<file path="src/hw/rtl/ppgb_pkg.sv">
// shared constants, types and helpers for the projection profile bounds block
`timescale 1ns / 1ps

package ppgb_pkg;

  localparam int unsigned MaxWidth  = 1024;
  localparam int unsigned MaxHeight = 1024;

  // configuration register width, also wide enough for any dark count
  localparam int unsigned SizeW = 11;
  localparam int unsigned ColW  = $clog2(MaxWidth);
  localparam int unsigned RowW  = $clog2(MaxHeight);
  // width of 5*count against 2*size compares
  localparam int unsigned ThrW  = SizeW + 3;

  localparam int unsigned DarkLimit = 500;
  localparam int unsigned SumW      = 10;

  localparam int unsigned QueueDepth = 4;
  localparam int unsigned QueueAw    = $clog2(QueueDepth);

  // register indexes on the configuration port
  localparam logic RegWidth  = 1'b0;
  localparam logic RegHeight = 1'b1;

  // one classified pixel on its way to the column store
  typedef struct packed {
    logic [ColW-1:0] x;
    logic            first_row;
    logic            dark;
    logic            frame_end;
    logic [RowW-1:0] top_row;
    logic [RowW-1:0] row_span;
    logic            rows_found;
  } work_t;

  function automatic logic [SizeW-1:0] clamp_size(input logic [SizeW-1:0] v,
                                                  input logic [SizeW-1:0] lim);
    logic [SizeW-1:0] r;
    r = v;
    if (v == '0) begin
      r = SizeW'(1);
    end else if (v > lim) begin
      r = lim;
    end
    return r;
  endfunction

  // 5 * cnt > 2 * size
  function automatic logic over_threshold(input logic [SizeW-1:0] cnt,
                                          input logic [SizeW-1:0] size);
    logic [ThrW-1:0] five_cnt;
    logic [ThrW-1:0] two_size;
    five_cnt = ThrW'({cnt, 2'b00}) + ThrW'(cnt);
    two_size = ThrW'({size, 1'b0});
    return five_cnt > two_size;
  endfunction

endpackage

</file>
<file path="src/hw/rtl/ppgb_if.sv">
// pixel and result channel interfaces
`timescale 1ns / 1ps

interface ppgb_pixel_if;
  logic       valid;
  logic       ready;
  logic [7:0] red;
  logic [7:0] green;
  logic [7:0] blue;

  modport source (output valid, output red, output green, output blue, input ready);
  modport sink   (input valid, input red, input green, input blue, output ready);
endinterface


</file>
<file path="src/hw/rtl/ppgb_front.sv">
// front end: pixel classification, raster position and row profile
`timescale 1ns / 1ps

module ppgb_front (
  input  logic                              clk_i,
  input  logic                              rst_ni,
  input  logic [ppgb_pkg::SizeW-1:0]        width_i,
  input  logic [ppgb_pkg::SizeW-1:0]        height_i,
  ppgb_pixel_if.sink                        pixel_i,
  output logic                              push_valid_o,
  input  logic                              push_ready_i,
  output ppgb_pkg::work_t                   push_data_o
);

  logic [ppgb_pkg::SizeW-1:0] w;
  logic [ppgb_pkg::SizeW-1:0] h;
  logic [ppgb_pkg::SumW-1:0]  sum;
  logic                       dark;
  logic                       accept;

  logic [ppgb_pkg::ColW-1:0]  x_q, x_d;
  logic [ppgb_pkg::RowW-1:0]  y_q, y_d;
  logic [ppgb_pkg::SizeW-1:0] row_cnt_q, row_cnt_d;
  logic [ppgb_pkg::RowW-1:0]  first_q, first_d;
  logic [ppgb_pkg::RowW-1:0]  last_q, last_d;
  logic                       any_q, any_d;

  logic [ppgb_pkg::SizeW-1:0] row_cnt_now;
  logic                       row_end;
  logic                       frame_end;
  logic                       row_good;
  logic [ppgb_pkg::RowW-1:0]  new_first;
  logic [ppgb_pkg::RowW-1:0]  new_last;
  logic                       new_any;

  assign w = ppgb_pkg::clamp_size(width_i, ppgb_pkg::SizeW'(ppgb_pkg::MaxWidth));
  assign h = ppgb_pkg::clamp_size(height_i, ppgb_pkg::SizeW'(ppgb_pkg::MaxHeight));

  assign sum  = ppgb_pkg::SumW'(pixel_i.red) + ppgb_pkg::SumW'(pixel_i.green)
              + ppgb_pkg::SumW'(pixel_i.blue);
  assign dark = sum < ppgb_pkg::SumW'(ppgb_pkg::DarkLimit);

  assign pixel_i.ready = push_ready_i;
  assign accept        = pixel_i.valid && push_ready_i;

  assign row_cnt_now = row_cnt_q + ppgb_pkg::SizeW'(dark);
  assign row_end     = (ppgb_pkg::SizeW'(x_q) + ppgb_pkg::SizeW'(1)) >= w;
  assign frame_end   = row_end && ((ppgb_pkg::SizeW'(y_q) + ppgb_pkg::SizeW'(1)) >= h);
  assign row_good    = row_end && ppgb_pkg::over_threshold(row_cnt_now, h);

  assign new_any   = any_q || row_good;
  assign new_first = (row_good && !any_q) ? y_q : first_q;
  assign new_last  = row_good ? y_q : last_q;

  assign push_valid_o           = pixel_i.valid;
  assign push_data_o.x          = x_q;
  assign push_data_o.first_row  = (y_q == '0);
  assign push_data_o.dark       = dark;
  assign push_data_o.frame_end  = frame_end;
  assign push_data_o.top_row    = new_first;
  assign push_data_o.row_span   = new_last - new_first;
  assign push_data_o.rows_found = new_any;

  always_comb begin
    x_d       = x_q;
    y_d       = y_q;
    row_cnt_d = row_cnt_q;
    first_d   = first_q;
    last_d    = last_q;
    any_d     = any_q;
    if (accept) begin
      if (!row_end) begin
        x_d       = x_q + ppgb_pkg::ColW'(1);
        row_cnt_d = row_cnt_now;
      end else if (!frame_end) begin
        x_d       = '0;
        y_d       = y_q + ppgb_pkg::RowW'(1);
        row_cnt_d = '0;
        first_d   = new_first;
        last_d    = new_last;
        any_d     = new_any;
      end else begin
        x_d       = '0;
        y_d       = '0;
        row_cnt_d = '0;
        first_d   = '0;
        last_d    = '0;
        any_d     = 1'b0;
      end
    end
  end

  always_ff @(posedge clk_i or negedge rst_ni) begin
    if (!rst_ni) begin
      x_q       <= '0;
      y_q       <= '0;
      row_cnt_q <= '0;
      first_q   <= '0;
      last_q    <= '0;
      any_q     <= 1'b0;
    end else begin
      x_q       <= x_d;
      y_q       <= y_d;
      row_cnt_q <= row_cnt_d;
      first_q   <= first_d;
      last_q    <= last_d;
      any_q     <= any_d;
    end
  end

endmodule

</file>
<file path="src/flat_wrapper.sv">
// flat-port wrapper written by rule: the top's interface ports become plain ports
module ppgb_front_flat 
  (clk_i, rst_ni, width_i, height_i, push_valid_o, push_ready_i, push_data_o, pixel_i_valid, pixel_i_red, pixel_i_green, pixel_i_blue, pixel_i_ready);
  ppgb_pixel_if pixel_i_i ();
  input  logic clk_i;
  input  logic rst_ni;
  input  logic [ppgb_pkg::SizeW-1:0] width_i;
  input  logic [ppgb_pkg::SizeW-1:0] height_i;
  output logic push_valid_o;
  input  logic push_ready_i;
  output ppgb_pkg::work_t push_data_o;
  input wire logic [$bits(pixel_i_i.valid)-1:0] pixel_i_valid;
  input wire logic [$bits(pixel_i_i.red)-1:0] pixel_i_red;
  input wire logic [$bits(pixel_i_i.green)-1:0] pixel_i_green;
  input wire logic [$bits(pixel_i_i.blue)-1:0] pixel_i_blue;
  output wire logic [$bits(pixel_i_i.ready)-1:0] pixel_i_ready;
  assign pixel_i_i.valid = pixel_i_valid;
  assign pixel_i_i.red = pixel_i_red;
  assign pixel_i_i.green = pixel_i_green;
  assign pixel_i_i.blue = pixel_i_blue;
  assign pixel_i_ready = pixel_i_i.ready;
  ppgb_front u_core (.clk_i(clk_i), .rst_ni(rst_ni), .width_i(width_i), .height_i(height_i), .pixel_i(pixel_i_i), .push_valid_o(push_valid_o), .push_ready_i(push_ready_i), .push_data_o(push_data_o));
endmodule
</file>
<file path="config.mk">
export PLATFORM = sky130hd
export DESIGN_NAME = ppgb_front_flat
export DESIGN_NICKNAME = d
export VERILOG_FILES = /design/src/hw/rtl/ppgb_pkg.sv /design/src/hw/rtl/ppgb_if.sv /design/src/hw/rtl/ppgb_front.sv /design/src/flat_wrapper.sv
export SDC_FILE = /design/constraint.sdc
export NUM_CORES = 1
export LEC_CHECK = 0
export BUFFER_PORTS_ARGS = -buffer_cell sky130_fd_sc_hd__buf_2
export CAP_MARGIN = 5
export CORE_AREA = 2 2 135 104
export DETAILED_ROUTE_END_ITERATION = 16
export DIE_AREA = 0 0 137 106
export PLACE_DENSITY = 0.65
export SYNTH_ARGS = -nofsm -noshare
export SYNTH_HDL_FRONTEND = slang
export SYNTH_SLANG_ARGS = --single-unit
</file>
<file path="constraint.sdc">
create_clock -name clk_i -period 18.32 [get_ports clk_i]
set_input_delay 0.916 -clock clk_i [delete_from_list [all_inputs] [get_ports clk_i]]
set_output_delay 0.916 -clock clk_i [all_outputs]
set_load 0.02 [all_outputs]
</file>
==> impl_metrics.ini <==
[global_routing]
grt_pass1_wl_um = 21400
total_routing_usage_reported_by_global_routing_pct = 18.1
gr-total-overflow = 0
grt_max_degree = 53
number_of_global_route_vias_before_repair = 4417
grt_antenna_before_repair = 0

[die]
initial_core_util_pct = 39.2
floorplan.die.width_um = 137
chip_height_um = 106
fp.dieArea_um2 = 14500
floorplan.io_pins = 86
core_um2 = 13300
core.rowCount = 37

[setup_path]
r2r_start = u_core.row_cnt_q[0]
crit_path_start = pixel_i_green[0]
rr_endpoint = u_core.last_q[6]
reg2reg_slack_ns = 12.93
worst-setup-path-type = in2out
endpoint_kind = primary output
rr_worst_depth = 21
crit_top_cell = ha_1
critical_path_launch_point_type = primary input
worstPathMaxFanout = 15
timing.critical_path.slowest_cell_delay_ns = 0.65
worstPathArrival_ns = 10.20
critPathSlowestCell = a31o_1
worstSetupEndpoint = push_data_o[10]
cp.required_ns = 17.40

[sta]
tightestPinTransition_ns = 0.911
period_needed_ns = 11.12
maxSlewHeadroom_pct = 39.1
timing.clock.skew_ns = 0.00726
fmax_mhz = 90.0
final_min_period_over_clock_period_pct = 60.7
hold_violations = 0
report.final.setup_viol = 0
final-max-slew-violation-count = 0
setup_tns_ns = 0
grt_setup_unrepaired = false

[job]
max-cap-violations = 0

[cts]
cts_made_buffers = 5
clk-insertion-delay-late_ns = 0.30
cts_setup_buffers = 0
cts_buffer_depth = 2
ctsRootBufferMaster = clkbuf_16
cts_resized = 0
numClockSinks = 52
total_number_of_h_tree_levels = 2
tritoncts_clock_tree = built
clkTransAtPathRegs_ns = 0.07
cts_hold_buf = 0

[logic_synthesis]
synth_area_um2 = 5220
ys.warnings.count = 0
synth.mux.area_fraction_pct = 4.53
synth_seq_cells = 52
synth_top_family_by_area = compound AO/OA/AOI/OAI gates
edff_count_synth = 0
synth_compound_area_share_pct = 20.7
synth_top_flop_cell = dfrtp_1
synthDominantCellAreaShare_pct = 24.9
synthArstFlopShare_pct = 100
part_of_the_yosys_area_used_for_sequential_elements_pct = 24.9
post_synth_inst_count = 616
post_synth_and_or_nand_nor_area_fraction_pct = 17.5
synth_xor_area_share_pct = 8.36
library_cell_occupying_the_most_area_in_the_post_synthesis_netlist = dfrtp_1
post_synth_fa_ha_maj_area_fraction_pct = 18.2
synth_top_area_cells = dfrtp_1 25%, ha_1 17%, nand2_1 6.0%, xnor2_1 5.5%, o21ai_0 4.0%
yosysUniqueCellTypes = 59
syn_avg_cell_area_um2 = 8.48
synth.net_count = 740

[power_and_ir_drop]
cellLeakagePower_nw = 3.00
share_comb_of_total_power_pct = 48.5
power_report.internal_total_uw = 298
vdd_drop_max_uv = 45.1
power.switching_fraction_pct = 42.2
cellPowerDensity_nw_per_um2 = 87.9
switching_power_uw = 217
power.sequential.fraction_pct = 30.3
pwr-share-clk_pct = 21.2

[placed_design]
globalplace.congestion = 0.817
hpwlAfterDp_um = 10000
post_dp_cell_area_um2 = 5700
buffer_ports.inserted = 85
place.detailed.instances = 844

[finish]
layout.filler_cells = 1295
flow.area_growth_from_synthesis_pct = 12.3
antenna_cells_inserted = 0
layoutNonFillerInstCount = 852
final_cell_area_um2 = 5860
final_core_utilization_pct = 44.0
fraction_of_layout_cells_with_a_size_suffix_above_1_pct = 17.0
final_net_count = 800

[detailed_routing]
wl_um = 12900
initialDrtViolationCount = 367
ant_nets = 0
wl_per_cell_um = 15.1
drc = 0
viasPerCell = 5.46
dr_pass1_iterations = 5
route.vias.total = 4648

[min_path]
min_path_type = reg2reg

[outcome]
outcome = completed
-- worst max-delay path: cells and delay by family --
| family | cells | cell delay [ns] |
|---|---|---|
| buffers and inverters | 3 | 0.31 |
| adder cells (fa/ha/maj) | 8 | 2.28 |
| XOR/XNOR | 3 | 0.58 |
| AND/OR/NAND/NOR | 7 | 1.14 |
| AO/OA/AOI/OAI | 24 | 4.94 |
-- stage by stage --
| step | hold slack, ns | worst slack [ns] | total power [mW] |
|---|---|---|---|
| final | 0.502 | 7.20 | 0.515 |
| after global routing | 0.516 | 6.10 | 0.557 |
| after CTS | 0.502 | 7.22 | 0.516 |
| after detailed placement | 0.482 | 7.26 | 0.404 |
| after global placement | 0.475 | 7.66 | 0.393 |
| after floorplan | 0.456 | 8.53 | 0.337 |
-- cells in the final DEF, fill, tap and decap left out, types with 11 or more instances in the layout --
cell     instances
inv_1           30
a22o_1          23
nand3_1         27
buf_2           85
o21ai_0         42
nand2_1         84
nor2_1          29
xor2_1          15
xnor2_1         33
a21oi_1         27
mux2i_1         11
dfrtp_1         52
a21o_1          18
ha_1            71
-- per-layer routing --
metal,share of wire (%),GRT usage [%]
met5,0,0
met4,0.98,3.53
met3,5.4,3.00
met2,44,28.0
met1,50,26.6
-- layout make-up --
type / count / area [µm²] / area share, %
Clock buffer: 5 / 125 / 2.13
Clock inverter: 3 / 42.5 / 0.726
Inverter: 32 / 120 / 2.05
Multi-Input combinational cell: 498 / 3610 / 61.7
Sequential cell: 52 / 1300 / 22.2
Tap cell: 175 / 219 / 3.73
Timing Repair Buffer: 87 / 440 / 7.51
-- power groups by stage --
| stage | combinational (mW) | sequential [mW] | clock, mW |
|---|---|---|---|
| 2_1_floorplan | 0.184 | 0.153 | 0 |
| 3_3_place_gp | 0.236 | 0.157 | 0 |
| 3_5_place_dp | 0.247 | 0.158 | 0 |
| 4_1_cts | 0.250 | 0.155 | 0.110 |
| 5_1_grt | 0.284 | 0.159 | 0.114 |
| 6_report | 0.250 | 0.156 | 0.109 |
-- cell usage after synthesis, types with 4 or more instances --
| master | n |
|---|---|
| a211oi_1 | 5 |
| o21a_1 | 5 |
| inv_1 | 30 |
| o21ai_0 | 42 |
| a21oi_1 | 27 |
| buf_4 | 8 |
| mux2_2 | 10 |
| nand4_1 | 4 |
| dfrtp_1 | 52 |
| a21o_1 | 18 |
| and3_1 | 7 |
| nor2b_1 | 6 |
| nor4_1 | 6 |
| buf_2 | 5 |
| nor2_1 | 29 |
| o31ai_1 | 6 |
| xor2_1 | 15 |
| nand2_1 | 84 |
| clkbuf_1 | 18 |
| xnor2_1 | 33 |
| a22o_1 | 23 |
| nand3_1 | 27 |
| ha_1 | 71 |
| a21boi_0 | 5 |
| mux2i_1 | 11 |
| a31oi_1 | 6 |
| nor3_1 | 9 |
| nand2b_1 | 7 |
-- cells by family after synthesis --
| family | Yosys count |
|---|---|
| AND/OR/NAND/NOR | 194 |
| AO/OA/AOI/OAI | 159 |
| adder cells (fa/ha/maj) | 74 |
| buffers and inverters | 66 |
| flip-flops | 52 |
| XOR/XNOR | 49 |
| multiplexers | 22 |
-- state kept, by name, summed over array words and instances (netlist names) --
signal,cells
u_core.last_q,10
u_core.first_q,10
u_core.any_q,1
u_core.row_cnt_q,11
u_core.y_q,10
u_core.x_q,10
-- worst min-delay path by stage --
| stage | startpoint | to | slack, ns | cells after the start |
|---|---|---|---|---|
| after floorplan | u_core.row_cnt_q[0] | u_core.row_cnt_q[0] | 0.46 | 2 |
| after global placement | u_core.row_cnt_q[0] | u_core.row_cnt_q[0] | 0.48 | 2 |
| after detailed placement | u_core.last_q[5] | u_core.last_q[5] | 0.48 | 1 |
| after CTS | u_core.last_q[5] | u_core.last_q[5] | 0.50 | 1 |
| after global routing | u_core.first_q[5] | u_core.first_q[5] | 0.52 | 1 |
| final | u_core.last_q[5] | u_core.last_q[5] | 0.50 | 1 |
No activity file was read; power rests on OpenSTA's default activity.
