<file path="config.mk">
export PLATFORM = sky130hd
export DESIGN_NAME = ppgb_queue
export DESIGN_NICKNAME = d
export VERILOG_FILES = /design/src/hw/rtl/ppgb_pkg.sv /design/src/hw/rtl/ppgb_queue.sv
export SDC_FILE = /design/constraint.sdc
export NUM_CORES = 1
export LEC_CHECK = 0
export ABC_CLOCK_PERIOD_IN_PS = 6500
export BUFFER_PORTS_ARGS = -buffer_cell sky130_fd_sc_hd__buf_4
export CAP_MARGIN = 20
export CORE_MARGIN = 4
export CORE_UTILIZATION = 45
export DETAILED_ROUTE_END_ITERATION = 16
export GPL_TIMING_DRIVEN = 0
export SLEW_MARGIN = 20
export SYNTH_ARGS = -nofsm -noshare
export SYNTH_HDL_FRONTEND = slang
export SYNTH_SLANG_ARGS = --single-unit
</file>
<file path="constraint.sdc">
create_clock -name clk_i -period 6.5 [get_ports clk_i]
set_clock_uncertainty 0.1 [all_clocks]
set_input_delay 1.3 -clock clk_i [delete_from_list [all_inputs] [get_ports clk_i]]
set_output_delay 1.3 -clock clk_i [all_outputs]
set_load 0.01 [all_outputs]
</file>
<file path="src/hw/rtl/ppgb_pkg.sv">
// shared constants, types and helpers for the projection profile bounds block
`timescale 1ns / 1ps

package ppgb_pkg;

  localparam int unsigned MaxWidth  = 1024;
  localparam int unsigned MaxHeight = 1024;

  // configuration register width, also wide enough for any dark count
  localparam int unsigned SizeW = 11;
  localparam int unsigned ColW  = $clog2(MaxWidth);
  localparam int unsigned RowW  = $clog2(MaxHeight);
  // width of 5*count against 2*size compares
  localparam int unsigned ThrW  = SizeW + 3;

  localparam int unsigned DarkLimit = 500;
  localparam int unsigned SumW      = 10;

  localparam int unsigned QueueDepth = 4;
  localparam int unsigned QueueAw    = $clog2(QueueDepth);

  // register indexes on the configuration port
  localparam logic RegWidth  = 1'b0;
  localparam logic RegHeight = 1'b1;

  // one classified pixel on its way to the column store
  typedef struct packed {
    logic [ColW-1:0] x;
    logic            first_row;
    logic            dark;
    logic            frame_end;
    logic [RowW-1:0] top_row;
    logic [RowW-1:0] row_span;
    logic            rows_found;
  } work_t;

  function automatic logic [SizeW-1:0] clamp_size(input logic [SizeW-1:0] v,
                                                  input logic [SizeW-1:0] lim);
    logic [SizeW-1:0] r;
    r = v;
    if (v == '0) begin
      r = SizeW'(1);
    end else if (v > lim) begin
      r = lim;
    end
    return r;
  endfunction

  // 5 * cnt > 2 * size
  function automatic logic over_threshold(input logic [SizeW-1:0] cnt,
                                          input logic [SizeW-1:0] size);
    logic [ThrW-1:0] five_cnt;
    logic [ThrW-1:0] two_size;
    five_cnt = ThrW'({cnt, 2'b00}) + ThrW'(cnt);
    two_size = ThrW'({size, 1'b0});
    return five_cnt > two_size;
  endfunction

endpackage

</file>
<file path="src/hw/rtl/ppgb_queue.sv">
// small fifo of classified pixels between front and back end
`timescale 1ns / 1ps

module ppgb_queue (
  input  logic            clk_i,
  input  logic            rst_ni,
  input  logic            push_valid_i,
  output logic            push_ready_o,
  input  ppgb_pkg::work_t push_data_i,
  output logic            pop_valid_o,
  input  logic            pop_ready_i,
  output ppgb_pkg::work_t pop_data_o
);

  ppgb_pkg::work_t entries_q [ppgb_pkg::QueueDepth];

  logic [ppgb_pkg::QueueAw:0] wr_ptr_q, wr_ptr_d;
  logic [ppgb_pkg::QueueAw:0] rd_ptr_q, rd_ptr_d;
  logic                       full;
  logic                       empty;
  logic                       push;
  logic                       pop;

  assign empty = (wr_ptr_q == rd_ptr_q);
  assign full  = (wr_ptr_q[ppgb_pkg::QueueAw] != rd_ptr_q[ppgb_pkg::QueueAw])
              && (wr_ptr_q[ppgb_pkg::QueueAw-1:0] == rd_ptr_q[ppgb_pkg::QueueAw-1:0]);

  assign push_ready_o = !full;
  assign pop_valid_o  = !empty;
  assign pop_data_o   = entries_q[rd_ptr_q[ppgb_pkg::QueueAw-1:0]];

  assign push = push_valid_i && !full;
  assign pop  = pop_ready_i && !empty;

  assign wr_ptr_d = push ? wr_ptr_q + 1'b1 : wr_ptr_q;
  assign rd_ptr_d = pop ? rd_ptr_q + 1'b1 : rd_ptr_q;

  always_ff @(posedge clk_i) begin
    if (push) begin
      entries_q[wr_ptr_q[ppgb_pkg::QueueAw-1:0]] <= push_data_i;
    end
  end

  always_ff @(posedge clk_i or negedge rst_ni) begin
    if (!rst_ni) begin
      wr_ptr_q <= '0;
      rd_ptr_q <= '0;
    end else begin
      wr_ptr_q <= wr_ptr_d;
      rd_ptr_q <= rd_ptr_d;
    end
  end

endmodule

</file>
==> flow_metrics.env, run 1 <==
export IMPL_worstSetupPathType="reg -> out"
export IMPL_antenna_cells=0
export IMPL_synthCells=224
export IMPL_gp_congestion=0.734
export IMPL_vias_per_cell=5.28
export IMPL_htreeDepth=4
export IMPL_async_flop_share_pct=4.23
export IMPL_grt_max_degree=22
export IMPL_clkPwrFrac_pct=29.3
export IMPL_final_period_utilization_pct=52.4
export IMPL_cts_setup_buffers=0
export IMPL_first_iter_violations=111
export IMPL_firstDrtPassIters=4
export IMPL_die_x_um=117
export IMPL_critical_path_required_ps=5100
export IMPL_slew_viol_final=0
export IMPL_grt_pass1_wl_um=14500
export IMPL_dpl_worst_slack_ps=3490
export IMPL_crit_path_start="rd_ptr_q[1]$_DFFE_PN0P_"
export IMPL_min_path_type="reg -> reg"
export IMPL_maxCapViolCount=0
export IMPL_ios=74
export IMPL_reg2reg_from="wr_ptr_q[1]$_DFFE_PN0P_"
export IMPL_track_usage_pct=14.5
export IMPL_yosysMostFrequentCell="edfxtp_1"
export IMPL_pwr_share_seq_pct=38.8
export IMPL_clk_path_buf_depth=2
export IMPL_switchingPower_mw=0.917
export IMPL_drive_above_1_share_pct=44.6
export IMPL_port_buffers=73
export IMPL_cts_buffers=17
export IMPL_rsz0062_at_grt="false"
export IMPL_drc_errors=0
export IMPL_clk_latency_ps=410
export IMPL_dp_hpwl_um=6110
export IMPL_clkTransAtPathRegs_ps=50
export IMPL_period_needed_ps=3410
export IMPL_antenna_found_initial=0
export IMPL_ys_seq_elements=142
export IMPL_synth_common_cells="edfxtp_1 (136), mux4_2 (34), dfrtp_1 (6), ha_1 (5)"
export IMPL_cts_resized=0
export IMPL_cts_hold_fix_buffers=0
export IMPL_tns_ps=0
export IMPL_root_buffer="clkbuf_16"
export IMPL_synth_flop_cell="edfxtp_1"
export IMPL_post_drt_wl_per_cell_um=19.7
export IMPL_ir_drop_mv=0.243
export IMPL_ys_warn_count=0
export IMPL_initial_core_util_pct=46.5
export IMPL_finalWirelength_um=9410
export IMPL_hold_viol_final=0
export IMPL_p_leak_nw=2.39
export IMPL_netSwitchingFraction_pct=27.8
export IMPL_area_growth_pct=26.9
export IMPL_fin_cells=477
export IMPL_chipHeight_um=117
export IMPL_p_total_mw=3.30
export IMPL_cp_end_kind="primary output"
export IMPL_worstReg2RegEnd="entries_q[2][19]$_DFFE_PP_"
export IMPL_ant_nets=0
export IMPL_reg2reg_depth=4
export IMPL_dpl_cell_count=445
export IMPL_crit_end="pop_data_o[21]"
export IMPL_fin_nets=364
export IMPL_slew_headroom_pct=56.1
export IMPL_vias=2518
export IMPL_synth_largest_area_cell="edfxtp_1"
export IMPL_synth_edf_count=136
export IMPL_yosysTopAreaCellShare_pct=76.0
export IMPL_die_area_mm2=0.0138
export IMPL_cts_sinks=142
export IMPL_yosysSeqAreaShare_pct=78.8
export IMPL_coreArea_mm2=0.0116
export IMPL_first_global_vias=2575
export IMPL_overflow=0
export IMPL_ys_types=23
export IMPL_worstSetupStartpointType="flop"
export IMPL_synthTopCellsByArea="edfxtp_1 (76%), mux4_2 (14%), dfrtp_1 (2.8%), ha_1 (1.2%), xnor2_1 (0.65%)"
export IMPL_synth_area_mm2=0.00538
export IMPL_cp_arrival_ps=2010
export IMPL_r2r_slack_ps=4240
export IMPL_row_count=39
export IMPL_cts_tree="built"
export IMPL_setup_ws_ps=3090
export IMPL_comb_power_share_pct=31.9
export IMPL_final_util_pct=59.0
export IMPL_critPathMaxFanout=10
export IMPL_syn_num_nets=267
export IMPL_syn_avg_cell_area_um2=24.0
export IMPL_worst_pin_slew_ps=659
export IMPL_cellPowerDensity_mw_per_mm2=484
export IMPL_p_int_mw=2.38
export IMPL_setup_viol=0
export IMPL_clock_fmax_ghz=0.293
export IMPL_status="completed"
-- state kept, by name, summed over array words and instances, names as in the netlist --
signal / count
entries_q: 136
rd_ptr_q: 3
wr_ptr_q: 3
-- cell families (layout without fill, tap and decap cells) --
kind of cell / after synthesis / in the layout / synth area share (%)
AO/OA/AOI/OAI: 13 / 13 / 1.72
flip-flops: 142 / 142 / 78.8
XOR/XNOR: 9 / 9 / 1.75
adder cells (fa/ha/maj): 5 / 5 / 1.16
AND/OR/NAND/NOR: 9 / 9 / 0.908
buffers and inverters: 11 / 121 / 1.28
multiplexers: 35 / 35 / 14.4
-- worst max-delay path: stages, from the launching register on --
cell and delay, ps:
dfrtp_1 420, buf_2 300, buf_2 340, mux4_2 370
buf_4 160
-- layout by cell type, fill, tap and decap left out --
master and n:
a31oi_4 1, buf_4 75, bufinv_16 4, buf_8 1, buf_12 1, nand2_1 2, xnor2_2 1, a211oi_1 2
clkbuf_1 6, nand3_1 2, a31oi_1 1, mux2i_1 1, dfrtp_1 6, a21oi_1 4, o311ai_0 1, xor2_2 1
edfxtp_1 136, nand2b_1 2, and3_2 3, o31ai_1 4, buf_6 2, buf_16 3, ha_1 5, inv_1 3
clkbuf_16 17, xnor2_1 4, mux4_2 34, buf_2 4, clkinv_1 3, xor2_1 3, clkinv_2 2
-- metal layers --
layer	vias up	global-route usage, %	wire length (um)
met5	-	0	0
met4	0	7.04	191
met3	15	5.05	422
met2	63	21.9	4640
met1	1293	18.8	4160
li1	1147	-	-
-- per-stage QoR --
| stage | hold WS, ps | area [um2] |
|---|---|---|
| CTS | 478 | 6820 |
| global placement | 455 | 6100 |
| detailed placement | 471 | 6230 |
| global route | 493 | 6820 |
| finish | 477 | 6820 |
| floorplan | 444 | 5380 |
-- power groups by stage --
stage               Combinational (mW)  Clock (mW)  Sequential, mW
detailed placement                1.08           0            1.30
global placement                  1.02           0            1.30
CTS                               1.08       0.984            1.28
finish                            1.05       0.967            1.28
global route                      1.14        1.03            1.29
floorplan                        0.627           0            1.29
-- area by class of cell --
type,instances,area [um2]
tap,143,179
multi-input combinational,71,1090
timing repair buffer,78,666
buffer,8,57.6
inverter,3,11.3
sequential,142,4230
clock inverter,9,141
clock buffer,23,448
fill,839,4740
-- worst min path at each step --
stage / startpoint / endpoint / slack, ps / cells past startpoint
after floorplan: rd_ptr_q[2]$_DFFE_PN0P_ / rd_ptr_q[2]$_DFFE_PN0P_ / 440 / 1
after global placement: rd_ptr_q[2]$_DFFE_PN0P_ / rd_ptr_q[2]$_DFFE_PN0P_ / 450 / 1
after detailed placement: rd_ptr_q[2]$_DFFE_PN0P_ / rd_ptr_q[2]$_DFFE_PN0P_ / 470 / 1
after CTS: rd_ptr_q[2]$_DFFE_PN0P_ / rd_ptr_q[2]$_DFFE_PN0P_ / 480 / 1
after global routing: rd_ptr_q[2]$_DFFE_PN0P_ / rd_ptr_q[2]$_DFFE_PN0P_ / 490 / 1
final: rd_ptr_q[2]$_DFFE_PN0P_ / rd_ptr_q[2]$_DFFE_PN0P_ / 480 / 1
(Power assumes the default switching activity.)
==> inputs of run 2 (changes only) <==
--- a/config.mk
+++ b/config.mk
@@ -5,7 +5,8 @@
 export SDC_FILE = /design/constraint.sdc
 export NUM_CORES = 1
 export LEC_CHECK = 0
-export ABC_CLOCK_PERIOD_IN_PS = 6500
+export ABC_AREA = 1
+export ABC_CLOCK_PERIOD_IN_PS = 3200
 export BUFFER_PORTS_ARGS = -buffer_cell sky130_fd_sc_hd__buf_4
 export CAP_MARGIN = 20
 export CORE_MARGIN = 4
==> constraint.sdc (replaced) <==
create_clock -name clk_i -period 3.2 [get_ports clk_i]
set_clock_uncertainty 0.1 [all_clocks]
set_input_delay 0.64 -clock clk_i [delete_from_list [all_inputs] [get_ports clk_i]]
set_output_delay 0.64 -clock clk_i [all_outputs]
set_load 0.01 [all_outputs]
==> flow_metrics.env, run 2 <==
export IMPL_antenna_cells=0
export IMPL_ios=74
export IMPL_crit_path_start="rd_ptr_q[1]$_DFFE_PN0P_"
export IMPL_synthMuxAreaShare_pct=0
export IMPL_maxCapViolCount=0
export IMPL_synth_xor_area_share_pct=0.159
export IMPL_fin_nets=530
export IMPL_hold_viol_final=0
export IMPL_track_usage_pct=17.7
export IMPL_ys_seq_elements=142
export IMPL_yosysSeqAreaShare_pct=77.1
export IMPL_clk_path_buf_depth=2
export IMPL_final_cell_mix="edfxtp_1 (136), buf_4 (76), nor2_1 (68), o21ai_0 (68), o22ai_1 (34)"
export IMPL_async_flop_share_pct=4.23
export IMPL_vias_per_cell=5.33
export IMPL_ys_types=19
export IMPL_final_period_utilization_pct=86.1
export IMPL_synth_common_cells="edfxtp_1 (136), nor2_1 (71), o21ai_0 (68), o22ai_1 (34), nand2_1 (23)"
export IMPL_worstSetupPathType="reg -> out"
export IMPL_coreArea_mm2=0.0120
export IMPL_final_util_pct=57.1
export IMPL_chipHeight_um=118
export IMPL_synth_edf_count=136
export IMPL_die_x_um=118
export IMPL_dp_hpwl_um=7460
export IMPL_cp_end_kind="primary output"
export IMPL_synth_largest_area_cell="edfxtp_1"
export IMPL_period_needed_ps=2760
export IMPL_cts_tree="built"
export IMPL_crit_end="pop_data_o[14]"
export IMPL_min_path_type="in -> reg"
export IMPL_yosysTopAreaCellShare_pct=74.4
export IMPL_synthTopCellsByArea="edfxtp_1 (74%), o21ai_0 (6.2%), nor2_1 (4.9%), o22ai_1 (3.9%), dfrtp_1 (2.7%)"
export IMPL_grt_pass1_wl_um=18800
export IMPL_cts_setup_buffers=0
export IMPL_ir_drop_mv=0.482
export IMPL_synth_area_mm2=0.00549
export IMPL_synth_top_family_by_area="compound AO/OA/AOI/OAI gates"
export IMPL_rsz0062_at_grt="false"
export IMPL_root_buffer="clkbuf_16"
export IMPL_clkTransAtPathRegs_ps=50
export IMPL_first_iter_violations=163
export IMPL_ys_warn_count=0
export IMPL_critPathMaxFanout=10
export IMPL_worstSetupStartpointType="flop"
export IMPL_finalWirelength_um=12000
export IMPL_area_growth_pct=24.4
export IMPL_final_area_mm2=0.00684
export IMPL_p_leak_nw=2.48
export IMPL_vias=3435
export IMPL_antenna_found_initial=0
export IMPL_syn_num_nets=433
export IMPL_synthSimpleGateAreaFrac_pct=8.27
export IMPL_synth_flop_cell="edfxtp_1"
export IMPL_cp_arrival_ps=2020
export IMPL_gp_congestion=0.716
export IMPL_drive_above_1_share_pct=24.9
export IMPL_clock_fmax_ghz=0.363
export IMPL_first_global_vias=3538
export IMPL_cts_resized=0
export IMPL_drc_errors=0
export IMPL_grt_max_degree=21
export IMPL_slew_viol_final=0
export IMPL_clk_latency_ps=410
export IMPL_ant_nets=0
export IMPL_worstReg2RegEnd="entries_q[1][10]$_DFFE_PP_"
export IMPL_critical_path_required_ps=2460
export IMPL_placed_area_mm2=0.00635
export IMPL_syn_avg_cell_area_um2=14.1
export IMPL_yosysMostFrequentCell="edfxtp_1"
export IMPL_reg2reg_from="rd_ptr_q[0]$_DFFE_PN0P_"
export IMPL_overflow=0
export IMPL_port_buffers=73
export IMPL_final_common_cell="edfxtp_1"
export IMPL_worst_pin_slew_ps=713
export IMPL_die_area_mm2=0.0140
export IMPL_row_count=40
export IMPL_setup_viol=0
export IMPL_cts_buffers=17
export IMPL_largest_reg_flops=136
export IMPL_synth_adder_area_share_pct=1.14
export IMPL_synthCells=390
export IMPL_slew_headroom_pct=52.4
export IMPL_reg2reg_depth=8
export IMPL_synth_compound_area_share_pct=10.1
export IMPL_post_drt_wl_per_cell_um=18.5
export IMPL_cts_sinks=142
export IMPL_htreeDepth=4
export IMPL_firstDrtPassIters=4
export IMPL_status="completed"
export IMPL_r2r_slack_ps=1010
export IMPL_cellPowerDensity_mw_per_mm2=986
export IMPL_initial_core_util_pct=45.9
-- run 2: final cells by class --
type | count | area, um2
buffer | 22 | 129
clock buffer | 26 | 459
clock inverter | 4 | 16.3
fill | 967 | 5130
inverter | 11 | 51.3
multi-input combinational | 215 | 1100
sequential | 142 | 4230
tap | 147 | 184
timing repair buffer | 78 | 661
-- run 2: per-layer routing --
metal	routed length [um]	track usage [%]	vias up
li1	-	-	1634
met1	5150	22.8	1680
met2	5920	28.4	110
met3	754	5.26	11
met4	127	7.02	0
met5	0	0	-
-- run 2: critical path, cell delays in order, from the launching register on --
cell and delay [ps]:
dfrtp_1 400, buf_6 160, inv_6 80, clkbuf_1 370, o21ai_0 160, o22ai_1 260
buf_4 180
-- run 2: through the flow --
stage	worst slack (ps)	cells	setup TNS (ps)	hold WS (ps)	power, mW
6_report	445	645	0	329	6.74
5_1_grt	244	645	0	308	7.17
4_1_cts	444	645	0	313	6.84
3_5_place_dp	887	614	0	356	5.20
3_3_place_gp	-904	610	-88530	354	5.08
2_1_floorplan	364	390	0	244	4.00
-- run 2: kinds of logic (layout without fill, tap and decap cells) --
logic type | count (synthesis) | after routing
adders and majority gates | 5 | 5
DFF | 142 | 142
AOI/OAI and AO/OA | 102 | 102
and+or+nand+nor | 107 | 107
xor gates and xnor gates | 1 | 1
buffers and inverters | 33 | 141
-- run 2: worst min path at each step --
| stage | start | end | depth (start not counted) |
|---|---|---|---|
| 2_1_floorplan | rst_ni | rd_ptr_q[0]$_DFFE_PN0P_ | 0 |
| 3_3_place_gp | rst_ni | rd_ptr_q[2]$_DFFE_PN0P_ | 1 |
| 3_5_place_dp | rst_ni | rd_ptr_q[2]$_DFFE_PN0P_ | 1 |
| 4_1_cts | push_data_i[23] | entries_q[3][23]$_DFFE_PP_ | 1 |
| 5_1_grt | push_data_i[21] | entries_q[3][21]$_DFFE_PP_ | 1 |
| 6_report | push_data_i[21] | entries_q[3][21]$_DFFE_PP_ | 1 |
-- run 2: what timing repair did --
action / in CTS / in global routing
hold endpoints to repair: 6 / 0
hold buffers: 1 / 0
endpoints found under the setup margin: 0 / 0
-- run 2: report_power, final --
| group | internal [mW] | switching [mW] | total (mW) |
|---|---|---|---|
| clock network | 0.970 | 0.647 | 1.62 |
| registers | 2.47 | 0.109 | 2.58 |
| logic | 0.993 | 1.55 | 2.54 |
